**src/hdl/rmh_pkg.sv**
```systemverilog
// shared types, sizes and key compare for the run merge min-heap
package rmh_pkg;

  localparam int MAX_RUNS = 64;
  localparam logic [32:0] RUN_LENGTH = 33'd134217728;
  localparam int KMER_LEN = 8;

  localparam int RUN_W   = 6;
  localparam int MARK_W  = 16;
  localparam int SITE_W  = 32;
  localparam int COUNT_W = 27;
  localparam int RUNS_W  = 7;

  localparam logic [MARK_W-1:0] MARK_MASK =
    MARK_W'((34'd1 << (2 * KMER_LEN)) - 34'd1);

  // heap geometry: one cell per tree level
  localparam int LEVELS     = $clog2(MAX_RUNS + 1);
  localparam int SIZE_W     = LEVELS;
  localparam int NODE_W     = SIZE_W + 1;
  localparam int IDX_W      = LEVELS - 1;
  localparam int LVL_W      = $clog2(LEVELS);
  localparam int LAST_ROW   = 1 << (LEVELS - 1);
  localparam int LAST_FILL  = MAX_RUNS - LAST_ROW + 1;
  localparam int PREV_ROW   = LAST_ROW / 2;
  localparam int CELL_DEPTH = (LAST_FILL > PREV_ROW) ? LAST_FILL : PREV_ROW;
  localparam int CELL_AW    = (CELL_DEPTH > 1) ? $clog2(CELL_DEPTH) : 1;

  typedef enum logic {
    FUNC_LOAD    = 1'b0,
    FUNC_ADVANCE = 1'b1
  } func_t;

  typedef enum logic [1:0] {
    ERR_OK    = 2'd0,
    ERR_FULL  = 2'd1,
    ERR_EMPTY = 2'd2
  } err_t;

  typedef struct packed {
    func_t               func;
    logic [RUN_W-1:0]    run_id;
    logic [MARK_W-1:0]   mark;
    logic [SITE_W-1:0]   site;
    logic [COUNT_W-1:0]  count;
    logic                next_valid;
  } in_word_t;

  typedef struct packed {
    logic                top_valid;
    logic [RUN_W-1:0]    top_run;
    logic [MARK_W-1:0]   top_mark;
    logic [SITE_W-1:0]   top_site;
    logic [RUNS_W-1:0]   runs_left;
    err_t                error;
  } out_word_t;

  typedef struct packed {
    logic [RUN_W-1:0]    run;
    logic [COUNT_W-1:0]  count;
    logic [MARK_W-1:0]   mark;
    logic [SITE_W-1:0]   site;
  } slot_t;

  // element travelling along the chain
  typedef struct packed {
    logic                valid;
    logic                down;
    logic [IDX_W-1:0]    idx;
    slot_t               ent;
  } tok_t;

  typedef struct packed {
    logic                valid;
    logic [IDX_W-1:0]    a;
    logic [IDX_W-1:0]    b;
  } rd_req_t;

  typedef struct packed {
    logic                valid;
    logic [IDX_W-1:0]    idx;
    slot_t               ent;
  } wr_t;

  function automatic logic key_less(input slot_t a, input slot_t b);
    key_less = (a.mark < b.mark) || ((a.mark == b.mark) && (a.site < b.site));
  endfunction

  function automatic logic [LVL_W-1:0] msb_pos(input logic [NODE_W-1:0] v);
    logic [LVL_W-1:0] pos;
    pos = '0;
    for (int i = 0; i < NODE_W; i++) begin
      if (v[i]) begin
        pos = LVL_W'(i);
      end
    end
    msb_pos = pos;
  endfunction

endpackage

```
**src/hdl/rmh_cell.sv**
```systemverilog
// one heap level: slot memory plus the compare step for sift up and sift down
module rmh_cell (
  input  logic                       clk,
  input  logic                       rst,
  input  logic [rmh_pkg::LVL_W-1:0]  lvl,
  input  logic [rmh_pkg::SIZE_W-1:0] size,
  input  rmh_pkg::tok_t              start,
  input  rmh_pkg::tok_t              dn_in,
  input  rmh_pkg::tok_t              up_in,
  input  rmh_pkg::rd_req_t           rd_in,
  output rmh_pkg::slot_t             rd_a,
  output rmh_pkg::slot_t             rd_b,
  input  rmh_pkg::slot_t             nb_up,
  input  rmh_pkg::slot_t             nb_dn_a,
  input  rmh_pkg::slot_t             nb_dn_b,
  output rmh_pkg::rd_req_t           up_rd,
  output rmh_pkg::rd_req_t           dn_rd,
  output rmh_pkg::tok_t              up_out,
  output rmh_pkg::tok_t              dn_out,
  output rmh_pkg::wr_t               wr,
  output logic                       done
);
  import rmh_pkg::*;

  typedef enum logic [2:0] {
    S_IDLE,
    S_DN_RD,
    S_DN_CMP,
    S_UP_RD,
    S_UP_CMP
  } state_t;

  state_t            state;
  state_t            state_next;
  slot_t             x;
  logic [IDX_W-1:0]  idx;
  slot_t             mem [CELL_DEPTH];

  tok_t              tok;
  logic [NODE_W-1:0] node;
  logic [NODE_W-1:0] lc;
  logic [NODE_W-1:0] rc;
  logic              lcv;
  logic              rcv;
  logic              take_a;
  logic              take_b;

  always_comb begin
    tok    = start.valid ? start : (dn_in.valid ? dn_in : up_in);
    node   = (NODE_W'(1) << lvl) | NODE_W'(idx);
    lc     = NODE_W'({node, 1'b0});
    rc     = lc | NODE_W'(1);
    lcv    = lc <= NODE_W'(size);
    rcv    = rc <= NODE_W'(size);
    take_a = lcv && key_less(nb_dn_a, x);
    take_b = rcv && key_less(nb_dn_b, take_a ? nb_dn_a : x);

    state_next = state;
    up_rd      = '0;
    dn_rd      = '0;
    up_out     = '0;
    dn_out     = '0;
    wr         = '0;
    done       = 1'b0;

    unique case (state)
      S_IDLE: begin
        if (tok.valid) begin
          state_next = tok.down ? S_DN_RD : S_UP_RD;
        end
      end
      S_DN_RD: begin
        if (!lcv) begin
          wr         = '{valid: 1'b1, idx: idx, ent: x};
          done       = 1'b1;
          state_next = S_IDLE;
        end else begin
          dn_rd      = '{valid: 1'b1, a: IDX_W'({idx, 1'b0}), b: IDX_W'({idx, 1'b1})};
          state_next = S_DN_CMP;
        end
      end
      S_DN_CMP: begin
        state_next = S_IDLE;
        wr.valid   = 1'b1;
        wr.idx     = idx;
        if (take_b) begin
          wr.ent = nb_dn_b;
          dn_out = '{valid: 1'b1, down: 1'b1, idx: IDX_W'({idx, 1'b1}), ent: x};
        end else if (take_a) begin
          wr.ent = nb_dn_a;
          dn_out = '{valid: 1'b1, down: 1'b1, idx: IDX_W'({idx, 1'b0}), ent: x};
        end else begin
          wr.ent = x;
          done   = 1'b1;
        end
      end
      S_UP_RD: begin
        if (lvl == '0) begin
          wr         = '{valid: 1'b1, idx: idx, ent: x};
          done       = 1'b1;
          state_next = S_IDLE;
        end else begin
          up_rd      = '{valid: 1'b1, a: idx >> 1, b: idx >> 1};
          state_next = S_UP_CMP;
        end
      end
      S_UP_CMP: begin
        state_next = S_IDLE;
        wr.valid   = 1'b1;
        wr.idx     = idx;
        if (key_less(x, nb_up)) begin
          wr.ent = nb_up;
          up_out = '{valid: 1'b1, down: 1'b0, idx: idx >> 1, ent: x};
        end else begin
          wr.ent = x;
          done   = 1'b1;
        end
      end
      default: begin
        state_next = S_IDLE;
      end
    endcase
  end

  always_ff @(posedge clk) begin
    if (rst) begin
      state <= S_IDLE;
    end else begin
      state <= state_next;
      if (state == S_IDLE && tok.valid) begin
        x   <= tok.ent;
        idx <= tok.idx;
      end
    end
  end

  // slot memory, one write and two registered reads
  always_ff @(posedge clk) begin
    if (wr.valid) begin
      mem[wr.idx[CELL_AW-1:0]] <= wr.ent;
    end
    if (rd_in.valid) begin
      rd_a <= mem[rd_in.a[CELL_AW-1:0]];
      rd_b <= mem[rd_in.b[CELL_AW-1:0]];
    end
  end

endmodule

```
**config.mk**
```make
export PLATFORM = sky130hd
export DESIGN_NAME = rmh_cell
export DESIGN_NICKNAME = d
export VERILOG_FILES = /design/src/hdl/rmh_pkg.sv /design/src/hdl/rmh_cell.sv
export SDC_FILE = /design/constraint.sdc
export NUM_CORES = 2
export LEC_CHECK = 0
export BUFFER_PORTS_ARGS = -buffer_cell sky130_fd_sc_hd__buf_2
export CAP_MARGIN = 20
export CORE_ASPECT_RATIO = 1.2
export CORE_UTILIZATION = 44
export CTS_BUF_LIST = sky130_fd_sc_hd__clkbuf_16
export CTS_CLUSTER_SIZE = 30
export DETAILED_ROUTE_END_ITERATION = 6
export SYNTH_ARGS = -nofsm -noshare
export SYNTH_HDL_FRONTEND = slang
export SYNTH_SLANG_ARGS = --single-unit
```
**constraint.sdc**
```tcl
create_clock -name clk -period 8.7 [get_ports clk]
set_input_delay 1.74 -clock clk [delete_from_list [all_inputs] [get_ports clk]]
set_output_delay 1.74 -clock clk [all_outputs]
set_load 0.05 [all_outputs]
```
# ---- After elaboration in Yosys (flattened, before gate mapping)
# Memory sizes are Yosys's and may differ from the RTL's. A register that Yosys moved wholly into a read port is not among the register bits.
# Index checks and enable logic that the tools add are counted.
dict set report totals {
  n_memories 1
  mem_bits_rw 2592
  output_inout_bits 455
  reg_bits 90
}
dict set report classes {
  n_mux 30
  order_cmp 8
  reduce_logical 12
  shift 1
  n_eq_ne 8
  bitwise_logic 2
}
# memory words word_bits read_ports rd_clocked_by_memory_dff write_ports line_no
set mem_list {}
lappend mem_list {mem 32 81 2 2 1 rmh_cell.sv:37} ;# slot_t mem [CELL_DEPTH];
# operator n
set op_table {}
lappend op_table {{$mux 89} 7}
lappend op_table {{$pmux 88 s4} 1}
lappend op_table {{$mux 81} 3}
lappend op_table {{$mux 88} 2}
lappend op_table {{$lt 32x32->1} 3}
lappend op_table {{$mux 13} 4}
lappend op_table {{$eq 16x16->1} 3}
lappend op_table {{$lt 16x16->1} 3}
lappend op_table {{$le 8x7->1} 2}
lappend op_table {{$pmux 3 s3} 1}
lappend op_table {{$mux 1} 7}
lappend op_table {{$or 7x6->7} 1}
lappend op_table {{$shl 1x3->7 const A} 1}
lappend op_table {{$eq 3x2->1 const B} 2}
lappend op_table {{$logic_and 1x1->1} 6}
lappend op_table {{$logic_not 3->1} 2}
lappend op_table {{$mux 3} 2}
lappend op_table {{$mux 2} 2}
lappend op_table {{$pmux 1 s4} 1}
lappend op_table {{$eq 3x1->1 const B} 1}
lappend op_table {{$eq 3x3->1 const B} 1}
lappend op_table {{$logic_or 1x1->1} 3}
lappend op_table {{$ne 2x2->1 const B} 1}
lappend op_table {{$reduce_and 2->1} 1}
lappend op_table {{$not 1->1} 1}

# ---- Longest topological paths before layout
dict set report logic_depth {
  word_depth 13
  ltp_mapped 25
  ltp_nobuf 20
}

# ---- Worst setup path before layout
# OpenSTA, ideal clock, no wires.
dict set report synth_timing {
  path_kind {input to output}
  from {input port nb_dn_a[14] (netlist bit)}
  to {output port done}
  path_buffers 5
  arrival_time_ps 7385
  path_slack_ps -425
  cell_stages 20
  t_required_ps 6960
  path_cell_list {ha_1 and4_1 nand3_1 or4_1 and4_4 o2111ai_4 clkbuf_1 clkbuf_1 nand3_1 and2_1 ha_1 nand4_1 nor3_1 nand4_1 nand2b_1 o311a_1 buf_2 buf_4 buf_2 o41ai_1}
}
dict set report synth_between {
  elab_chain_cells 11
  elab_cells_between_ends 14
  classes_between {order compare (3); eq/ne (1); mux (4); reduce/logical (6)}
}
# item line_no
set synth_lines {}
lappend synth_lines {{start: declaration} rmh_cell.sv:14} ;# input rmh_pkg::slot_t nb_dn_a,
lappend synth_lines {{$lt 32x32->1} rmh_pkg.sv:86} ;# key_less = (a.mark < b.mark) || ((a.mark == b.mark) && (a.site < b.site));
lappend synth_lines {{$logic_and 1x1->1} rmh_pkg.sv:86}
lappend synth_lines {{$logic_or 1x1->1} rmh_pkg.sv:86}
lappend synth_lines {{$logic_and 1x1->1} rmh_cell.sv:55} ;# take_a = lcv && key_less(nb_dn_a, x);
lappend synth_lines {{$mux 81} --}
lappend synth_lines {{$lt 32x32->1 / $eq 16x16->1 (equally long branches)} rmh_pkg.sv:86}
lappend synth_lines {{$logic_and 1x1->1} rmh_pkg.sv:86}
lappend synth_lines {{$logic_or 1x1->1} rmh_pkg.sv:86}
lappend synth_lines {{$logic_and 1x1->1} rmh_cell.sv:56} ;# take_b = rcv && key_less(nb_dn_b, take_a ? nb_dn_a : x);
lappend synth_lines {{$mux 1 *} rmh_cell.sv:86} ;# if (take_b) begin
lappend synth_lines {{$pmux 1 s4 *} rmh_cell.sv:66} ;# unique case (state)
lappend synth_lines {{end: declaration} rmh_cell.sv:21} ;# output logic done
# Mark *: on every way between the ends. The rest lies on a longest branch, timed or not.

==> metrics.md <==
| Metric | Value |
|---|---|
| Cell variety after synth | 62 |
| CP endpoint | wr[17] |
| Lkg Pwr | 55.5 nW |
| Post-DP HPWL | 318,000 um |
| DRT antenna net count | 0 |
| PnR worst setup slack | 0.0538 ns |
| Async SR Flop Fraction | 0 |
| Total GRT Usage | 0.325 |
| H-tree depth | 5 |
| Final Setup Violations | 0 |
| Crit Path Max Fanout | 8 |
| CP Capture Type | output port |
| Max-cap violations | 0 |
| Initial Util | 0.443 |
| Seq pwr share | 0.470 |
| Status | finished clean |
| Max Slew Vio Count | 0 |
| Drt wl/cell | 41.0 um |
| Worst Tran Pin Value | 1.16 ns |
| P per Cell Area | 209 nW/um^2 |
| Main combinational cell family by area after synthesis | multiplexers |
| Routability-driven placement congestion ratio | 1.04 |
| Clk root buf | clkbuf_16 |
| Reg-to-reg endpoint | mem[22][15] |
| Worst Path Required | 6.96 ns |
| Compound-cell area share of the yosys netlist | 0.0241 |
| Relative max-transition margin | 0.228 |
| Syn Area/Cell | 19.9 um^2 |
| Xor/xnor cell area share of the yosys netlist | 0.0000638 |
| Worst R2R Start | x[28] |
| Final worst-path cycle share | 0.994 |
| Area Overhead vs Synth | 19.3% |
| Synthesized area | 137,000 um^2 |
| Pre-Repair DR Iteration Count | 5 |
| First-pass GRT wire length | 697,000 um |
| CTS tree | built |
| Sw Share | 0.266 |
| Post-synth top flop | edfxtp_1 |
| Share of layout cells above drive strength 1 | 0.470 |
| Dpl cells | 11,925 |
| Port Buf Inserts | 982 |
| Chip Width | 512 um |
| Pint | 25.1 mW |
| Hold buffers post-CTS | 0 |
| Die area | 314,000 um^2 |
| Total wire length | 517,000 um |
| Core ar. | 310,000 um^2 |
| Fmax achieved | 116 MHz |
| Setup Skew | 0.0643 ns |
| Arr. time, crit path | 6.91 ns |
| Synth Instances | 6,908 |
| Skew-Pair Late Insertion Delay | 0.89 ns |
| Die Ht | 614 um |
| Peak supply drop | 0.143 mV |
| Synth Area in Simple Gates | 0.0302 |
| Layout Cells excl Fill | 12,624 |
| Switch Pwr | 9.08 mW |
| Post-place setup slack | -0.440 ns |
| TNS Setup | 0 ns |
| Worst Setup Start Kind | primary input |
| CP startpoint | nb_dn_a[10] |
| Largest net degree at the start of global routing | 203 |
| Post-synthesis adder-cell area fraction | 0.0135 |
| Clock Power Share | 0.369 |
| IO Count | 990 |
| Post-synth EDFFs | 2,841 |
| Reg2reg setup slack | 2.16 ns |
| Synth warn | 0 |
| DRC viols | 0 |
| Register-to-Register Path Depth | 30 |
| GRT Residual Overflow | 0 |
| Part of the Yosys area used for sequential elements | 0.622 |
| Final critical-path required period | 8.65 ns |
| RSZ-0062 raised after global routing | yes |
| Vias post-DR | 83,087 |
| Worst Path Class, Setup | primary input to output port |
| Rows | 224 |
| #FFs+latches synth | 2,844 |
| Longest Clk Path Bufs | 4 |
| Mux share of post-synthesis cell area | 0.292 |
| CTS Sinks | 2,844 |
| Worst-path clk slew | 0.05 ns |
| CTS Buf Count | 303 |
| DRT iter0 DRCs | 9,250 |
| Initial antenna violation count | 147 |
| Comb pwr share | 0.161 |
| Fin. Hold Viols | 0 |
| Layout Nets | 8,897 |
| Hold/Removal Path Class | flip-flop to flip-flop |
| Via density | 6.58 |
| Final Power | 34.2 mW |
| Vias in the first global route | 85,624 |
==> synthesized netlist by cell type (all sizes together), types with 3 or more instances <==
master,number,area [um^2]
edfxtp,2841,85300
mux4,1620,36500
clkbuf,374,1400
nand2,227,855
mux2,196,2210
and2,195,1220
o21ai,190,951
buf,179,786
ha,148,1850
mux2i,134,1340
and3,123,769
inv,111,417
nand3,107,536
a21oi,91,459
nor2,60,225
o2111ai,50,455
o21bai,37,278
o31a,37,324
a211o,34,298
a21o,29,218
nand4,22,138
nor2b,11,68.8
nand2b,9,56.3
o21a,8,60.1
nor3,7,35.0
or3,7,43.8
a211oi,6,45.0
nor4,5,31.3
o211ai,5,37.5
and4,4,37.5
nor4b,4,35.0
a2111oi,3,26.3
and4b,3,30.0
dfxtp,3,60.1
or2,3,18.8
==> layer usage <==
layer / global-route usage / routed length [um] / up-vias
met1: 0.390 / 179000 / 45173
met4: 0.184 / 34500 / 62
met2: 0.546 / 259000 / 4296
met5: 0 / 410 / -
met3: 0.0681 / 44600 / 1074
li1: - / - / 32482
==> registers in the layout, indices dropped and copies added, names as in the netlist <==
signal,cells
mem,2592
rd_a,81
idx,6
x,81
rd_b,81
state,3
==> worst max-delay path, stage by stage <==
cell,delay (ns)
buf_2,0.12
ha_1,0.31
a21o_1,0.16
a22o_1,0.23
o21ai_2,0.17
buf_4,0.15
and4_4,0.28
o2111a_2,0.29
buf_12,0.18
buf_8,0.12
o21ai_2,0.06
and2_1,0.16
ha_1,0.28
nand4_1,0.15
nor3_2,0.25
buf_4,0.16
nand4_1,0.10
nand2b_4,0.20
buf_12,0.16
buf_4,0.13
o311a_4,0.40
buf_12,0.17
clkbuf_16,0.17
mux2i_2,0.24
o2111ai_4,0.24
buf_4,0.26
==> what timing repair did <==
action	4_1_cts	5_1_grt
pin swaps	34	58
gates cloned	5	9
setup buffers	20	24
gates resized for setup	82	198
endpoints found under the setup margin	169	150
==> final cells by class <==
type	count	area, um^2
multi-input cells	3405	51100
clock inverters	221	1650
well taps	4068	5090
inverters	111	417
fillers	24535	146000
repair buffers	1549	12100
flip-flops and latches	2844	85400
diodes	114	285
clock buffers	312	7810
==> power groups by stage <==
stage	clock [mW]	combinational (mW)	sequential, mW
detailed placement	0	5.31	16.4
floorplan	0	2.71	16.6
CTS	12.8	5.38	16.1
global placement	0	5.23	16.3
global route	13.3	5.77	16.1
finish	12.6	5.52	16.1
==> worst min-delay path by stage <==
stage | slack [ns] | from | cells past startpoint | to
after CTS | 0.57 | state[1] | 1 | state[1]
after floorplan | 0.49 | state[1] | 1 | state[1]
after detailed placement | 0.56 | state[1] | 1 | state[1]
after global placement | 0.54 | state[1] | 1 | state[1]
final | 0.57 | state[1] | 1 | state[1]
after global routing | 0.58 | state[1] | 1 | state[1]
==> logic make-up (layout without fill, tap and decap cells) <==
group	after synthesis	after routing
muxes	1950	1950
AOI/OAI and AO/OA	507	508
buffers and inverters	664	2193
adders and majority gates	148	148
DFF	2844	2844
and+or+nand+nor	793	793
other	1	119
xor gates and xnor gates	1	1
==> placed cells by master, fill, tap and decap left out, types with 121 or more instances in the layout <==
cell type / count
mux4_2: 1620
and2_1: 190
inv_1: 176
buf_4: 427
o21ai_0: 164
buf_12: 176
buf_2: 884
mux2_2: 196
edfxtp_1: 2841
clkbuf_16: 320
ha_1: 131
and3_1: 121
nand2_1: 224
==> stage by stage <==
step / hold WS [ns] / area [um^2] / utilization
3_3_place_gp: 0.537 / 152000 / 0.491
5_1_grt: 0.585 / 164000 / 0.528
6_report: 0.567 / 164000 / 0.528
4_1_cts: 0.566 / 162000 / 0.523
3_5_place_dp: 0.558 / 152000 / 0.491
2_1_floorplan: 0.494 / 138000 / -
(Power assumes the default switching activity.)
